===== config.mk =====
export PLATFORM = sky130hd
export DESIGN_NAME = fdtd_sat_out_flat
export DESIGN_NICKNAME = d
export VERILOG_FILES = /design/src/sv/fdtd_pkg.sv /design/src/sv/fdtd_if.sv /design/src/sv/fdtd_sat_out.sv /design/src/flat_wrapper.sv
export SDC_FILE = /design/constraint.sdc
export NUM_CORES = 1
export LEC_CHECK = 0
export BUFFER_PORTS_ARGS = -buffer_cell sky130_fd_sc_hd__buf_2
export CORE_ASPECT_RATIO = 2
export CORE_UTILIZATION = 45
export CTS_BUF_LIST = sky130_fd_sc_hd__clkbuf_4
export DETAILED_ROUTE_END_ITERATION = 8
export PLACE_DENSITY_LB_ADDON = 0.2
export SYNTH_ARGS = -nofsm -noshare
export SYNTH_HDL_FRONTEND = slang
export SYNTH_SLANG_ARGS = --single-unit

===== constraint.sdc =====
create_clock -name i_clk -period 3 [get_ports i_clk]
set_input_delay 0.15 -clock i_clk [delete_from_list [all_inputs] [get_ports i_clk]]
set_output_delay 0.15 -clock i_clk [all_outputs]
set_load 0.01 [all_outputs]

===== src/sv/fdtd_pkg.sv =====
// fdtd_pkg: shared constants, register codes and pipeline control type
// for the FDTD wave cell update. No dependencies.
package fdtd_pkg;

    localparam int PRESSURE_WIDTH_DEF = 32;

    localparam int CMD_W      = 4;
    localparam int COURANT_W  = 17;  // unsigned Q1.16
    localparam int INV_WALL_W = 18;  // unsigned Q2.16
    localparam int GAIN_W     = 17;  // unsigned Q1.16

    localparam logic [INV_WALL_W-1:0] INV_WALL_RST = INV_WALL_W'(57321);
    localparam logic [GAIN_W-1:0]     GAIN_RST     = GAIN_W'(64881);

    // position classes
    localparam logic [CMD_W-1:0] CMD_INTERIOR  = 4'd0;
    localparam logic [CMD_W-1:0] CMD_LEFT      = 4'd1;
    localparam logic [CMD_W-1:0] CMD_RIGHT     = 4'd2;
    localparam logic [CMD_W-1:0] CMD_TOP       = 4'd3;
    localparam logic [CMD_W-1:0] CMD_BOTTOM    = 4'd4;
    localparam logic [CMD_W-1:0] CMD_TOP_LEFT  = 4'd5;
    localparam logic [CMD_W-1:0] CMD_TOP_RIGHT = 4'd6;
    localparam logic [CMD_W-1:0] CMD_BOT_LEFT  = 4'd7;
    localparam logic [CMD_W-1:0] CMD_BOT_RIGHT = 4'd8;

    // register file
    localparam int APB_ADDR_W = 3;
    localparam int APB_DATA_W = 32;
    localparam logic REG_INV_WALL = 1'b0;
    localparam logic REG_GAIN     = 1'b1;

    // arithmetic layout
    localparam int DEN_FRAC    = 32;  // extra fraction bits of num/den
    localparam int ROUND_SHIFT = 48;  // interior: 32 + gain fraction
    localparam int DEN_W       = DEN_FRAC + 5;  // 2^32 + k*C/Ew
    localparam int DIV_W       = DEN_W + 1;     // doubled divisor
    localparam int NUM_XTRA    = 38;  // numerator width over pressure width
    localparam int QUO_XTRA    = 6;   // quotient width over pressure width
    localparam int RES_XTRA    = 7;   // unsaturated result width over it
    localparam int DIV_STEPS   = 4;   // quotient bits per divider stage

    typedef struct packed {
        logic valid;
        logic is_int;  // interior: result taken from gain path
        logic neg;     // boundary: negative dividend
    } t_pipe_ctl;

endpackage


===== src/sv/fdtd_if.sv =====


interface fdtd_out_if import fdtd_pkg::*; #(
    parameter int PW = PRESSURE_WIDTH_DEF
);
    logic                 valid;
    logic                 ready;
    logic signed [PW-1:0] next_pressure;
    logic                 saturated;

    modport source (output valid, next_pressure, saturated, input ready);
    modport sink (input valid, next_pressure, saturated, output ready);
endinterface


===== src/sv/fdtd_sat_out.sv =====
// fdtd_sat_out: result select, sign restore, saturation and output register.
// Depends on fdtd_pkg and fdtd_if.
module fdtd_sat_out import fdtd_pkg::*; #(
    parameter int PW = PRESSURE_WIDTH_DEF
) (
    input  logic                          i_clk,
    input  logic                          i_rst_n,
    input  t_pipe_ctl                     i_ctl,
    input  logic [PW+QUO_XTRA-1:0]        i_quo,
    input  logic signed [PW+RES_XTRA-1:0] i_ires,
    output logic                          o_ready,
    fdtd_out_if.source                    o_cell
);
    localparam int RW = PW + RES_XTRA;
    localparam logic signed [PW-1:0] PMAX = {1'b0, {(PW-1){1'b1}}};
    localparam logic signed [PW-1:0] PMIN = {1'b1, {(PW-1){1'b0}}};

    logic signed [RW-1:0] w_q, w_res;
    logic [RW-PW:0]       w_top;
    logic                 w_ovf;
    logic signed [PW-1:0] w_val;
    logic                 ld;
    logic                 r_v, r_sat;
    logic signed [PW-1:0] r_val;

    assign w_q   = {1'b0, i_quo};
    assign w_res = i_ctl.is_int ? i_ires : (i_ctl.neg ? -w_q : w_q);
    assign w_top = w_res[RW-1:PW-1];
    assign w_ovf = !((&w_top) || !(|w_top));
    assign w_val = w_ovf ? (w_res[RW-1] ? PMIN : PMAX) : w_res[PW-1:0];

    assign ld      = !r_v || o_cell.ready;
    assign o_ready = ld;

    always_ff @(posedge i_clk) begin
        if (!i_rst_n) begin
            r_v <= 1'b0;
        end else if (ld) begin
            r_v <= i_ctl.valid;
        end
    end

    always_ff @(posedge i_clk) begin
        if (ld) begin
            r_val <= w_val;
            r_sat <= w_ovf;
        end
    end

    assign o_cell.valid         = r_v;
    assign o_cell.next_pressure = r_val;
    assign o_cell.saturated     = r_sat;
endmodule


===== src/flat_wrapper.sv =====
// flat-port wrapper written by rule: the top's interface ports become plain ports
module fdtd_sat_out_flat import fdtd_pkg::*;
#(
    parameter int PW = PRESSURE_WIDTH_DEF
)
  (i_clk, i_rst_n, i_ctl, i_quo, i_ires, o_ready, o_cell_valid, o_cell_next_pressure, o_cell_saturated, o_cell_ready);
  fdtd_out_if #(.PW(PW)) o_cell_i ();
  input  logic i_clk;
  input  logic i_rst_n;
  input  t_pipe_ctl i_ctl;
  input  logic [PW+QUO_XTRA-1:0] i_quo;
  input  logic signed [PW+RES_XTRA-1:0] i_ires;
  output logic o_ready;
  output wire logic [$bits(o_cell_i.valid)-1:0] o_cell_valid;
  output wire logic [$bits(o_cell_i.next_pressure)-1:0] o_cell_next_pressure;
  output wire logic [$bits(o_cell_i.saturated)-1:0] o_cell_saturated;
  input wire logic [$bits(o_cell_i.ready)-1:0] o_cell_ready;
  assign o_cell_valid = o_cell_i.valid;
  assign o_cell_next_pressure = o_cell_i.next_pressure;
  assign o_cell_saturated = o_cell_i.saturated;
  assign o_cell_i.ready = o_cell_ready;
  fdtd_sat_out #(.PW(PW)) u_core (.i_clk(i_clk), .i_rst_n(i_rst_n), .i_ctl(i_ctl), .i_quo(i_quo), .i_ires(i_ires), .o_ready(o_ready), .o_cell(o_cell_i));
endmodule

==> impl_metrics.env <==
export IMPL_place_inst=577
export IMPL_leakagePower_uw=0.00178
export IMPL_netlist_instances=326
export IMPL_final_setup_viol_count=0
export IMPL_start_kind="primary input"
export IMPL_start_util_pct=46.5
export IMPL_synth_mux_area_share_pct=12.3
export IMPL_synthArstFlopShare_pct=0
export IMPL_p_switching_uw=400
export IMPL_die_h_um=116
export IMPL_synth_seq_cells=34
export IMPL_nFillCells=553
export IMPL_hold_viol_final=0
export IMPL_path_class="in -> reg"
export IMPL_required_ns=3.09
export IMPL_instances_no_fill=587
export IMPL_status="finished clean"
export IMPL_clk_pin_slew_ns=0.09
export IMPL_synth_area_leader_cell="edfxtp_1"
export IMPL_cts_root_buf="clkbuf_4"
export IMPL_rsz0062_at_grt="no"
export IMPL_final_nets=584
export IMPL_diodes=0
export IMPL_netlist_area_leader_share_pct=34.0
export IMPL_synthTopCellsByArea="edfxtp_1, mux2_2, xnor2_1, nand3_1, nand2_1"
export IMPL_p_comb_share_pct=37.0
export IMPL_p_seq_share_pct=43.9
export IMPL_synth_xor_area_share_pct=9.32
export IMPL_postRouteAntennaNets=0
export IMPL_numCtsBuffers=5
export IMPL_slew_viol_final=0
export IMPL_synth_cell_types=47
export IMPL_clkPwrFrac_pct=19.2
export IMPL_cts_tree="done"
export IMPL_ys_warn_count=0
export IMPL_max_freq_mhz=342
export IMPL_numPortBuffers=117
export IMPL_drv_cap=0
export IMPL_row_count=41
export IMPL_dr_pass1_iters=4
export IMPL_cts_sinks=34
export IMPL_wirelength_um=8690
export IMPL_whs_ns=0.0514
export IMPL_grt_antenna_before_repair=0
export IMPL_power_density_nw_per_um2=318
export IMPL_syn_nets=410
export IMPL_finClkSkew_ns=0.0120
export IMPL_layout_common_cells="buf_2, buf_4, nand3_1"
export IMPL_grt_overflow=0
export IMPL_internal_power_uw=943
export IMPL_avgSynthCellArea_um2=8.93
export IMPL_drt_initial_drc_count=109
export IMPL_ctsHoldBuffers=0
export IMPL_syn_to_final_growth_pct=45.1
export IMPL_worst_pin_slew_ns=0.428
export IMPL_die_w_um=58.9
export IMPL_final_common_cell="buf_2"
export IMPL_cts_htree_levels=2
export IMPL_crit_fanout=13
export IMPL_maxSlewHeadroom_pct=71.4
export IMPL_synth_compound_area_share_pct=14.5
export IMPL_synth_top_family_by_area="simple AND/OR/NAND/NOR gates"
export IMPL_grt_usage_pct=26.9
export IMPL_ys_flop_type="edfxtp_1"
export IMPL_vias=3173
export IMPL_vias_per_cell=5.41
export IMPL_endpoint_kind="flip-flop"
export IMPL_grt_max_degree=36
export IMPL_hold_class="in -> reg"
export IMPL_setup_ws_ns=0.0748
export IMPL_synth_fa_ha_area_share_pct=0.430
export IMPL_post_route_util_pct=67.6
export IMPL_period_share_pct=97.5
export IMPL_place_gp_congestion=0.923
export IMPL_grt_pass1_vias=3136
export IMPL_switching_share_pct=29.8
export IMPL_drc=0
export IMPL_grt_pass1_wl_um=13800
export IMPL_clkLatencyLatePin_ns=0.33
export IMPL_fp_dieArea_um2=6820
export IMPL_clock_path_buffers=2
export IMPL_yosysSeqAreaShare_pct=34.7
export IMPL_avgRoutedWirePerCell_um=14.8
export IMPL_synth_simple_gate_area_share_pct=24.8
export IMPL_core_um2=6260
export IMPL_min_period_ns=2.93
export IMPL_synth_edff_count=33
export IMPL_peakVddDrop_v=0.000139
export IMPL_io_pins=118
export IMPL_crit_arrival_ns=3.02
export IMPL_dp_hpwl_um=7080
export IMPL_place_ws_ns=-0.385
export IMPL_drive_above_1_share_pct=46.9
export IMPL_syn_cell_area_um2=2910
[layout make-up]
class / count / area, um^2 / area share [%]
sequential: 34 / 1010 / 23.9
clock buffer: 8 / 60.1 / 1.42
inverter: 5 / 18.8 / 0.444
timing repair buffer: 188 / 1150 / 27.2
multi-input combinational: 266 / 1880 / 44.5
tap: 86 / 108 / 2.55
[worst paths after layout]
path	from	to	slack (ns)	cells after the start
setup / recovery	i_quo[6]	u_core.o_cell.next_pressure[12]	0.07	12
hold / removal	i_ctl[2]	u_core.o_cell.valid	0.05	3
setup reg to reg	u_core.o_cell.valid	u_core.o_cell.next_pressure[11]	1.90	2
hold reg to reg	u_core.o_cell.valid	u_core.o_cell.next_pressure[28]	0.85	2
[cell usage after synthesis, drive strengths merged, types with 5 or more instances]
cell type  count
nand2b         9
or4            6
mux2          22
nor3           7
o21ai         15
nor4           9
mux2i         11
nand2         37
edfxtp        33
inv            5
nand3         41
clkbuf        16
buf            5
xnor2         28
o41ai          8
o31ai          7
or3            8
a21oi         13
nor2          12
[layer usage]
metal	global-route usage [%]	wire length (um)	part of all wire (%)
met2	49.0	4710	54
met5	0	0	0
met1	27.3	3130	36
met4	21.6	594	6.8
met3	1.34	257	3.0
[per-stage QoR]
step | area, um^2 | TNS, ns | total power (uW)
after floorplan | 2910 | -4.12 | 854
after global placement | 4050 | -8.02 | 1070
after detailed placement | 4050 | -11.31 | 1080
after CTS | 4170 | 0 | 1340
after global routing | 4230 | 0 | 1420
final | 4230 | 0 | 1340
[worst max-delay path, cell delays in order]
cell and delay [ns]:
buf_2 0.11, or4_4 0.53, or2_4 0.29, or4_4 0.43, buf_4 0.18, o21ai_0 0.28
o311ai_4 0.20, buf_4 0.19, o31ai_4 0.29, buf_6 0.15, buf_16 0.13, a21oi_1 0.07
[state kept, by name (all words and copies together), names as in the netlist]
name and cells:
u_core.o_cell.next_pressure 32, u_core.o_cell.saturated 1, u_core.o_cell.valid 1
[power by group through the flow]
| stage | combinational, uW | sequential [uW] | clock (uW) |
|---|---|---|---|
| after CTS | 491 | 590 | 259 |
| after floorplan | 220 | 633 | 0 |
| after detailed placement | 474 | 601 | 0 |
| after global routing | 543 | 595 | 282 |
| after global placement | 466 | 600 | 0 |
| final | 496 | 589 | 258 |
[timing repair]
item,in CTS,in global routing
endpoints found under the hold margin,0,0
cloned,1,0
resized for setup,5,13
endpoints found under the setup margin,27,32
buffers inserted,2,1
pin swaps,1,6
[kinds of logic (layout without fill, tap and decap cells)]
kind of cell / Yosys count / after routing
mux: 33 / 33
compound gates: 60 / 60
fa+ha+maj: 1 / 1
flops: 34 / 34
buf+inv: 26 / 201
xor+xnor: 31 / 31
simple gates: 141 / 141
Note: power is estimated with default switching activity, not from simulation.
