File: src/sv/fdtd_pkg.sv
// fdtd_pkg: shared constants, register codes and pipeline control type
// for the FDTD wave cell update. No dependencies.
package fdtd_pkg;

    localparam int PRESSURE_WIDTH_DEF = 32;

    localparam int CMD_W      = 4;
    localparam int COURANT_W  = 17;  // unsigned Q1.16
    localparam int INV_WALL_W = 18;  // unsigned Q2.16
    localparam int GAIN_W     = 17;  // unsigned Q1.16

    localparam logic [INV_WALL_W-1:0] INV_WALL_RST = INV_WALL_W'(57321);
    localparam logic [GAIN_W-1:0]     GAIN_RST     = GAIN_W'(64881);

    // position classes
    localparam logic [CMD_W-1:0] CMD_INTERIOR  = 4'd0;
    localparam logic [CMD_W-1:0] CMD_LEFT      = 4'd1;
    localparam logic [CMD_W-1:0] CMD_RIGHT     = 4'd2;
    localparam logic [CMD_W-1:0] CMD_TOP       = 4'd3;
    localparam logic [CMD_W-1:0] CMD_BOTTOM    = 4'd4;
    localparam logic [CMD_W-1:0] CMD_TOP_LEFT  = 4'd5;
    localparam logic [CMD_W-1:0] CMD_TOP_RIGHT = 4'd6;
    localparam logic [CMD_W-1:0] CMD_BOT_LEFT  = 4'd7;
    localparam logic [CMD_W-1:0] CMD_BOT_RIGHT = 4'd8;

    // register file
    localparam int APB_ADDR_W = 3;
    localparam int APB_DATA_W = 32;
    localparam logic REG_INV_WALL = 1'b0;
    localparam logic REG_GAIN     = 1'b1;

    // arithmetic layout
    localparam int DEN_FRAC    = 32;  // extra fraction bits of num/den
    localparam int ROUND_SHIFT = 48;  // interior: 32 + gain fraction
    localparam int DEN_W       = DEN_FRAC + 5;  // 2^32 + k*C/Ew
    localparam int DIV_W       = DEN_W + 1;     // doubled divisor
    localparam int NUM_XTRA    = 38;  // numerator width over pressure width
    localparam int QUO_XTRA    = 6;   // quotient width over pressure width
    localparam int RES_XTRA    = 7;   // unsaturated result width over it
    localparam int DIV_STEPS   = 4;   // quotient bits per divider stage

    typedef struct packed {
        logic valid;
        logic is_int;  // interior: result taken from gain path
        logic neg;     // boundary: negative dividend
    } t_pipe_ctl;

endpackage

File: src/sv/fdtd_div_stage.sv
// fdtd_div_stage: one stage of the pipelined restoring divider, a few
// quotient bits per stage. Depends on fdtd_pkg.
module fdtd_div_stage import fdtd_pkg::*; #(
    parameter int PW    = PRESSURE_WIDTH_DEF,
    parameter int NSTEP = DIV_STEPS
) (
    input  logic                          i_clk,
    input  logic                          i_rst_n,
    input  t_pipe_ctl                     i_ctl,
    output logic                          o_ready,
    input  logic [DIV_W-1:0]              i_rem,
    input  logic [PW+QUO_XTRA-1:0]        i_lo,
    input  logic [DIV_W-1:0]              i_d2,
    input  logic signed [PW+RES_XTRA-1:0] i_ires,
    input  logic                          i_ready,
    output t_pipe_ctl                     o_ctl,
    output logic [DIV_W-1:0]              o_rem,
    output logic [PW+QUO_XTRA-1:0]        o_lo,
    output logic [DIV_W-1:0]              o_d2,
    output logic signed [PW+RES_XTRA-1:0] o_ires
);
    localparam int QW = PW + QUO_XTRA;
    localparam int RW = PW + RES_XTRA;

    logic [DIV_W-1:0] w_rem;
    logic [QW-1:0]    w_lo;
    logic             ld;
    t_pipe_ctl        r_ctl;
    logic [DIV_W-1:0] r_rem, r_d2;
    logic [QW-1:0]    r_lo;
    logic signed [RW-1:0] r_ires;

    // dividend bits shift out of lo's top while quotient bits fill its bottom
    always_comb begin
        logic [DIV_W:0] t;
        w_rem = i_rem;
        w_lo  = i_lo;
        for (int s = 0; s < NSTEP; s++) begin
            t    = {w_rem, w_lo[QW-1]};
            w_lo = {w_lo[QW-2:0], 1'b0};
            if (t >= {1'b0, i_d2}) begin
                t       = t - {1'b0, i_d2};
                w_lo[0] = 1'b1;
            end
            w_rem = t[DIV_W-1:0];
        end
    end

    assign ld      = !r_ctl.valid || i_ready;
    assign o_ready = ld;

    always_ff @(posedge i_clk) begin
        if (!i_rst_n) begin
            r_ctl <= '0;
        end else if (ld) begin
            r_ctl <= i_ctl;
        end
    end

    always_ff @(posedge i_clk) begin
        if (ld) begin
            r_rem  <= w_rem;
            r_lo   <= w_lo;
            r_d2   <= i_d2;
            r_ires <= i_ires;
        end
    end

    assign o_ctl  = r_ctl;
    assign o_rem  = r_rem;
    assign o_lo   = r_lo;
    assign o_d2   = r_d2;
    assign o_ires = r_ires;
endmodule

File: config.mk
export PLATFORM = sky130hd
export DESIGN_NAME = fdtd_div_stage
export DESIGN_NICKNAME = d
export VERILOG_FILES = /design/src/sv/fdtd_pkg.sv /design/src/sv/fdtd_div_stage.sv
export SDC_FILE = /design/constraint.sdc
export NUM_CORES = 1
export LEC_CHECK = 0
export ABC_CLOCK_PERIOD_IN_PS = 43200
export BUFFER_PORTS_ARGS = -buffer_cell sky130_fd_sc_hd__buf_4
export CAP_MARGIN = 20
export CORE_MARGIN = 4
export CORE_UTILIZATION = 30
export DETAILED_ROUTE_END_ITERATION = 12
export GPL_TIMING_DRIVEN = 0
export PLACE_DENSITY = 0.56
export SLEW_MARGIN = 15
export SYNTH_ARGS = -nofsm -noshare
export SYNTH_HDL_FRONTEND = slang
export SYNTH_SLANG_ARGS = --single-unit
File: constraint.sdc
create_clock -name i_clk -period 43.2 [get_ports i_clk]
set_input_delay 8.64 -clock i_clk [delete_from_list [all_inputs] [get_ports i_clk]]
set_output_delay 8.64 -clock i_clk [all_outputs]
set_load 0.02 [all_outputs]
==> qor.csv, run 1 <==
metric,value,unit
outcome,completed,
critPathMaxStageDelay,0.79,ns
path_clk_slew,0.06,ns
ys_async_sr_fraction,0,%
wl,51500,um
clk-insertion-delay-late,0.47,ns
fin_skew,0.0215,ns
grt-ovfl-total,0,
antenna_found_initial,1,
drt-wirelength-per-cell,20.4,um
timing.max_cap.violations,0,
drt_iter0_drc,810,
grtUsageMet1,23.2,%
die_width,229,um
cts_buffers,17,
setup-violations-final,0,
synthFlopType,edfxtp_1,
routed-via-count,13408,
initial_utilization,30.5,%
crit_fanout,11,
hpwl,42500,um
ys_types,78,
rsz0062_at_grt,no,
min_path_type,flip-flop to flip-flop,
critPathCaptureType,flip-flop,
syn_nets,1878,
cts.sinks,156,
place_congestion,0.895,
power_density,85.8,nW/um^2
cts_buffer_depth,2,
cts_hold_buf,0,
cts-resized-gates,0,
layout_min_cycle_time,24.05,ns
grt_max_degree,58,
tightestPinTransition,0.931,ns
post-route-period-util,55.7,%
use_met3,3.98,%
slew_violations,0,
num_rows,80,
fmax,41.6,MHz
ir_drop,41.3,uV
die_h,229,um
synth_seq_cells,156,
required,43.40,ns
first_pass_iters,5,
ctsRootBufferMaster,clkbuf_16,
fin_tns_setup,0,ns
ys_seq_area_share,31.8,%
syn_inst,1563,
syn-mean-instance-area,9.36,sq um
maxSlewHeadroom,37.3,%
grt_pass1_wl,76800,um
n_fill_cell,4842,
via_per_inst,5.31,
power_leakage,7.96,nW
synth_area,14600,sq um
start_kind,primary input,
crit_type,primary input to flip-flop,
min_from,o_ctl[0]$_SDFFE_PN0P_,
coreArea,47900,sq um
synth-edff-count,153,
io_pins,316,
io_buffers,315,
cts.htree.levels,4,
grtUsageTotal,19.0,%
final_util,38.4,%
fin_nets,2214,
grt_most_used_layer,met2,
dieArea,52400,sq um
ys_warn_count,0,
slowest_stage,a2111oi_0,
cts_tree,done,
drc_errors,0,
drive_above_1_share,24.9,%
rr_startpoint,o_ctl[2]$_SDFFE_PN0P_,
hold_viol,0,
cp-startpoint,i_d2[14],
grt_util_met2,33.0,%
ant_nets,0,
grt_pass1_vias,13184,
syn_to_final_growth,25.9,%
arrival,24.25,ns
cts_setup_buffers,0,
[routing by layer]
metal | wire [um] | up-vias
li1 | - | 6596
met1 | 22000 | 6353
met2 | 25300 | 374
met3 | 2640 | 85
met4 | 1510 | 0
met5 | 0 | -
[layout make-up]
cell class	instances	area, sq um	area share (%)
Multi-Input combinational cell	1271	9420	51.1
Antenna cell	1	2.50	0.0136
Sequential cell	156	4650	25.3
Clock inverter	13	166	0.903
Inverter	90	340	1.85
Timing Repair Buffer	317	2420	13.1
Buffer	46	224	1.22
Tap cell	615	769	4.18
Clock buffer	18	429	2.33
[cell usage after synthesis, types with 9 or more instances]
library cell  number  area, sq um
nand3_1           33          165
mux2_1            12          135
xnor2_1           84          736
nor4_1            10         62.6
a31oi_1           17          106
ha_1             152         1900
and2_1             9         56.3
inv_1             88          330
edfxtp_1         153         4590
o21bai_1          22          165
o21ai_0           92          460
mux2i_1           14          140
xor2_1            36          315
o211ai_1          17          128
o21a_1            21          158
nand2_1           88          330
and3_1            13         81.3
nor2_1           107          402
nand4_1           32          200
a21oi_1          153          766
a211oi_1          29          218
buf_2             11         55.1
nor3_1            22          110
clkbuf_1          28          105
nor2b_1           12         75.1
mux2_2            86          968
o31ai_1           12         90.1
nand2b_1          22          138
a21o_1            55          413
[path summary, 6_finish.rpt]
kind                      endpoint  slack [ns]  cells after the start
min reg2reg  o_ctl[0]$_SDFFE_PN0P_        0.53                      2
min          o_ctl[0]$_SDFFE_PN0P_        0.53                      2
max            o_rem[36]$_DFFE_PP_       19.15                     53
max reg2reg     o_d2[11]$_DFFE_PP_       41.51                      2
[kinds of logic (layout without fill, tap and decap cells)]
kind of cell	after synthesis	in the layout	synth area share, %
compound gates	499	499	22.2
simple gates	383	383	12.8
fa+ha+maj	156	156	13.5
flops	156	156	31.8
buf+inv	136	484	3.86
xor+xnor	121	121	7.29
mux	112	112	8.50
other cells	0	1	0
[through the flow]
stage	hold slack, ns	power [W]	instance area, sq um	setup slack (ns)	cells
3_5_place_dp	0.515	0.00141	17800	19.16	2495
2_1_floorplan	0.590	0.00112	14600	22.02	1563
4_1_cts	0.528	0.00159	18400	19.59	2526
3_3_place_gp	0.503	0.00140	17800	19.21	2493
5_1_grt	0.568	0.00172	18400	18.42	2526
6_report	0.530	0.00158	18400	19.15	2527
[sequential cells by signal (all words and copies together) (netlist names)]
signal / flops
o_rem: 38
o_ctl: 3
o_ires: 39
o_d2: 38
o_lo: 38
[worst max-delay path: cells and delay by family]
family / cells / cell delay [ns]
buf+inv: 13 / 3.40
mux: 2 / 0.77
simple gates: 12 / 2.87
compound gates: 22 / 6.97
fa+ha+maj: 4 / 1.51
[power by group]
part | total, W | internal (W) | switching, W | leakage (nW)
clock | 0.000157 | 0.0000909 | 0.0000661 | 0.290
sequential | 0.000243 | 0.000235 | 0.00000840 | 1.61
combinational | 0.00118 | 0.000529 | 0.000653 | 6.06
total | 0.00158 | 0.000854 | 0.000727 | 7.96
[cells in the final DEF (no fill, tap or decap), types with 29 or more instances in the layout]
| master | n |
|---|---|
| nand3_1 | 33 |
| nand2_1 | 88 |
| nor2_1 | 107 |
| nand4_1 | 32 |
| edfxtp_1 | 153 |
| xnor2_1 | 84 |
| clkbuf_1 | 29 |
| o21ai_0 | 92 |
| buf_4 | 315 |
| inv_1 | 88 |
| a211oi_1 | 29 |
| xor2_1 | 36 |
| a21oi_1 | 153 |
| mux2_2 | 86 |
| ha_1 | 152 |
| a21o_1 | 55 |
No activity file was read; power rests on OpenSTA's default activity.
==> inputs of run 2 (changes only) <==
ABC_CLOCK_PERIOD_IN_PS = 19300   (was 43200)
PLACE_DENSITY = 0.58   (was 0.56)
clock period = 19.3 ns   (was 43.2 ns; I/O delays follow)
==> qor.csv, run 2 (synthesis gave the netlist of run 1 again) <==
metric,value,unit,change
tightestPinTransition,1.03,ns,+0.101 ns
fmax,53.3,MHz,
dieArea,52400,sq um,unchanged
hold_end,o_ctl[1]$_SDFFE_PN0P_,,
outcome,completed,,
cts.htree.levels,4,,unchanged
cts.sinks,156,,unchanged
antenna_found_initial,1,,unchanged
whs_path_depth,2,,unchanged
cts_buffers,17,,unchanged
start_kind,primary input,,
grt-ovfl-total,0,,unchanged
grt_max_degree,59,,+1.7%
power_density,190,nW/um^2,+120%
wl,50700,um,-1.5%
layout_min_cycle_time,18.76,ns,
reg2regPathDepth,3,,+1
grt_pass1_vias,13153,,-0.24%
routed-via-count,13487,,+0.59%
drt_iter0_drc,789,,-2.6%
syn_to_final_growth,26.0,%,about the same
die_h,229,um,unchanged
coreArea,47900,sq um,unchanged
cts_hold_buf,0,,unchanged
post-route-period-util,97.2,%,
cts_buffer_depth,2,,unchanged
slowest_stage,a2111oi_1,,
drive_above_1_share,25.1,%,+0.25 points
drt-wirelength-per-cell,20.0,um,-1.6%
via_per_inst,5.34,,+0.55%
initial_utilization,30.5,%,unchanged
critPathMaxStageDelay,0.71,ns,-0.08 ns
hold_viol,0,,unchanged
grt_pass1_wl,75700,um,-1.3%
final_common_cell,buf_4,,
clk-insertion-delay-late,0.47,ns,about the same
setup-violations-final,0,,unchanged
fin_tns_setup,0,ns,unchanged
io_buffers,315,,unchanged
hpwl,42000,um,-1.0%
ant_nets,0,,unchanged
die_width,229,um,unchanged
min_path_type,flip-flop to flip-flop,,
grtUsageTotal,18.7,%,-0.24 points
fin_nets,2214,,unchanged
rr_startpoint,o_ctl[2]$_SDFFE_PN0P_,,
maxSlewHeadroom,30.5,%,-6.8 points
num_rows,80,,unchanged
mostFrequentLayoutCells,"buf_4, a21oi_1, edfxtp_1",,
first_pass_iters,5,,unchanged
crit_type,primary input to flip-flop,,
ir_drop,98.4,uV,+140%
slew_violations,0,,unchanged
path_clk_slew,0.07,ns,about the same
timing.rr.end,o_d2[4]$_DFFE_PP_,,
critPathCaptureType,flip-flop,,
place_congestion,0.940,,+5.0%
fin_skew,0.0121,ns,-0.00938 ns
min_from,o_ctl[1]$_SDFFE_PN0P_,,
arrival,18.96,ns,-5.29 ns
ctsRootBufferMaster,clkbuf_16,,
ff2ff_setup_slack,17.34,ns,-24.17 ns
timing.max_cap.violations,0,,unchanged
drc_errors,0,,unchanged
cts_tree,done,,
io_pins,316,,unchanged
crit_fanout,10,,-1
power_leakage,7.97,nW,+0.13%
rsz0062_at_grt,no,,
fin_hold_ws,0.547,ns,+0.0173 ns
largest_reg_flops,39,,unchanged
required,19.51,ns,-23.89 ns
[run 2: changes by cell type in the layout (fill, tap and decap cells not counted), sizes merged]
cell | before | now
inv | 93 | 98
clkbuf | 46 | 45
clkinvlp | 1 | 0
bufinv | 3 | 0
clkinv | 6 | 7
[run 2: worst max path at each step]
| stage | startpoint | to | slack (ns) |
|---|---|---|---|
| 2_1_floorplan | i_d2[16] | o_rem[32]$_DFFE_PP_ | 4.59 |
| 3_3_place_gp | i_d2[16] | o_rem[36]$_DFFE_PP_ | 0.30 |
| 3_5_place_dp | i_d2[16] | o_rem[36]$_DFFE_PP_ | 0.09 |
| 4_1_cts | i_d2[16] | o_rem[36]$_DFFE_PP_ | 0.58 |
| 5_1_grt | i_d2[16] | o_rem[36]$_DFFE_PP_ | 0.05 |
| 6_report | i_d2[16] | o_rem[36]$_DFFE_PP_ | 0.54 |
[run 2: routing by layer]
| layer | global-route usage (%) | wire [um] | part of all wire (%) | vias to the layer above |
|---|---|---|---|---|
| met2 | 32.4 | 24900 | 49 | 419 |
| met5 | 0 | 0 | 0 | - |
| li1 | - | - | - | 6618 |
| met1 | 22.5 | 20900 | 41 | 6356 |
| met4 | 7.44 | 1780 | 3.5 | 0 |
| met3 | 4.30 | 3070 | 6.1 | 94 |
[run 2: timing repair]
| action | CTS | global route |
|---|---|---|
| gates resized for setup | 0 | 5 |
| setup endpoints to repair | 0 | 39 |
| buffers inserted | 0 | 0 |
[run 2: area by class of cell]
| cell class | instances | area, sq um |
|---|---|---|
| multi-input cells | 1271 | 9420 |
| well taps | 615 | 769 |
| clock inverters | 15 | 173 |
| plain buffers | 46 | 226 |
| repair buffers | 317 | 2420 |
| fillers | 4819 | 29500 |
| flip-flops and latches | 156 | 4650 |
| clock buffers | 17 | 425 |
| diodes | 1 | 2.50 |
| inverters | 90 | 340 |
[run 2: stage by stage]
stage,setup slack [ns],util (%),instances,instance area (sq um),total power (W)
after floorplan,4.59,-,1563,14600,0.00251
after global placement,0.301,37.1,2493,17800,0.00312
after detailed placement,0.0939,37.2,2495,17800,0.00315
after CTS,0.575,38.4,2527,18400,0.00353
after global routing,0.0452,38.4,2527,18400,0.00381
final,0.542,38.4,2528,18400,0.00351
[run 2: worst max-delay path, delay by kind of cell]
| family | cells | cell delay (ns) |
|---|---|---|
| AOI/OAI and AO/OA | 22 | 6.98 |
| buffers and inverters | 14 | 3.19 |
| adders and majority gates | 4 | 1.47 |
| muxes | 2 | 0.76 |
| and+or+nand+nor | 12 | 2.64 |
[run 2: where the power goes]
part / switching (W) / internal [W]
clock: 0.000170 / 0.000175
combinational: 0.00144 / 0.00118
sequential: 0.0000188 / 0.000525
total: 0.00163 / 0.00188
==> inputs of run 3 (changes only) <==
CTS_BUF_LIST = sky130_fd_sc_hd__clkbuf_8   (was unset)
CTS_CLUSTER_DIAMETER = 40   (was unset)
==> qor.csv, run 3 (synthesis gave the netlist of run 1 again) <==
metric,value,unit,change
initial_utilization,30.5,%,unchanged
fmax,54.1,MHz,+1.4%
whs_path_depth,2,,unchanged
routed-via-count,13384,,-0.76%
dieArea,52400,sq um,unchanged
power_leakage,7.87,nW,-1.1%
reg2regPathDepth,3,,unchanged
slowest_stage,a2111oi_1,,
cts_tree,done,,
ir_drop,98.4,uV,about the same
layout_min_cycle_time,18.49,ns,-0.265 ns
grt_max_degree,59,,unchanged
cts_buffers,17,,unchanged
rsz0062_at_grt,no,,
cts_buffer_depth,2,,unchanged
die_h,229,um,unchanged
setup-violations-final,0,,unchanged
drc_errors,0,,unchanged
maxSlewHeadroom,29.1,%,-1.4 points
start_kind,primary input,,
fin_nets,2213,,-0.045%
drt-wirelength-per-cell,20.0,um,-0.43%
drive_above_1_share,25.1,%,-0.039 points
post-route-period-util,95.8,%,-1.4 points
grt_pass1_wl,75700,um,about the same
dp_cells,2495,,unchanged
first_pass_iters,5,,unchanged
required,19.57,ns,+0.06 ns
fin_tns_setup,0,ns,unchanged
wl,50500,um,-0.43%
tightestPinTransition,1.05,ns,+0.0203 ns
io_pins,316,,unchanged
cp_num_buf_inv,15,,+1
cts.sinks,156,,unchanged
place_area,17800,sq um,unchanged
ant_nets,0,,unchanged
crit_type,primary input to flip-flop,,
drt_iter0_drc,827,,+4.8%
fin_hold_ws,0.552,ns,+0.00453 ns
hold_viol,0,,unchanged
grtUsageTotal,18.8,%,+0.024 points
place_congestion,0.940,,unchanged
cts.htree.levels,4,,unchanged
path_depth,55,,+1.9%
timing.max_cap.violations,0,,unchanged
grt-ovfl-total,0,,unchanged
fin_area,18200,sq um,-1.1%
largest_reg_flops,39,,unchanged
critPathMaxStageDelay,0.68,ns,-0.03 ns
min_path_type,flip-flop to flip-flop,,
critPathCaptureType,flip-flop,,
fin_skew,0.0156,ns,+0.00341 ns
crit_family,compound AO/OA/AOI/OAI gates,,
ctsRootBufferMaster,clkbuf_8,,
die_width,229,um,unchanged
io_buffers,315,,unchanged
via_per_inst,5.29,,-0.76%
syn_to_final_growth,24.7,%,
num_rows,80,,unchanged
slew_violations,0,,unchanged
worst_slack,0.807,ns,+0.265 ns
path_clk_slew,0.10,ns,+0.03 ns
antenna_found_initial,1,,unchanged
crit_fanout,19,,+9
outcome,completed,,
clk-insertion-delay-late,0.55,ns,+0.08 ns
grt_pass1_vias,13147,,-0.046%
power_density,187,nW/um^2,-1.6%
n_fill_cell,4832,,+0.27%
pre_cts_ws,0.0939,ns,unchanged
final_common_cell,buf_4,,
hpwl,42000,um,unchanged
arrival,18.77,ns,-0.19 ns
coreArea,47900,sq um,unchanged
instances_no_fill,2528,,unchanged
mostFrequentLayoutCells,"buf_4, a21oi_1, edfxtp_1",,
run 3: cell types whose count changed in the layout (fill, tap and decap cells not counted):
cell and change:
diode_2 +1, clkbuf_16 -17, clkbuf_2 -1, clkbuf_8 +17
run 3: power breakdown:
group	internal [W]	switching (W)	total [W]	leakage (nW)
combinational	0.00118	0.00143	0.00262	6.06
sequential	0.000524	0.0000189	0.000543	1.61
clock	0.0000986	0.000161	0.000260	0.207
run 3: through the flow:
| step | power, W | util (%) |
|---|---|---|
| floorplan | 0.00251 | - |
| global placement | 0.00312 | 37.1 |
| detailed placement | 0.00315 | 37.2 |
| CTS | 0.00344 | 38.0 |
| global route | 0.00373 | 38.0 |
| finish | 0.00342 | 38.0 |
run 3: repair_timing:
| action | CTS | global route |
|---|---|---|
| hold buffers | 0 | 0 |
| buffers inserted | 0 | 0 |
| resized for setup | 0 | 3 |
| endpoints found under the setup margin | 0 | 38 |
run 3: routing by layer:
layer,GRT usage [%],vias to the layer above,share of wire [%]
li1,-,6602,-
met3,4.76,89,5.9
met2,32.5,399,50
met5,0,-,0
met1,22.5,6294,41
met4,6.90,0,3.3
run 3: worst paths after layout:
kind                                              end                  start  slack, ns
worst max-delay path              o_rem[36]$_DFFE_PP_               i_d2[14]       0.81
worst min-delay path            o_ctl[1]$_SDFFE_PN0P_  o_ctl[1]$_SDFFE_PN0P_       0.55
worst max register to register      o_d2[4]$_DFFE_PP_  o_ctl[2]$_SDFFE_PN0P_      17.34
worst min register to register  o_ctl[1]$_SDFFE_PN0P_  o_ctl[1]$_SDFFE_PN0P_       0.55
run 3: layout make-up:
class                   count  area, sq um  area share [%]
multi-input cells        1271         9420            51.7
clock inverters            15          173           0.947
plain buffers              45          221            1.21
well taps                 615          769            4.22
repair buffers            317         2420            13.3
flip-flops and latches    156         4650            25.5
inverters                  90          340            1.87
clock buffers              17          234            1.28
diodes                      2         5.00          0.0274
run 3: worst min-delay path, delay by kind of cell, from the launching register on:
kind             cells  cell delay (ns)
multiplexers         1             0.13
flip-flops           1             0.33
AND/OR/NAND/NOR      1             0.06
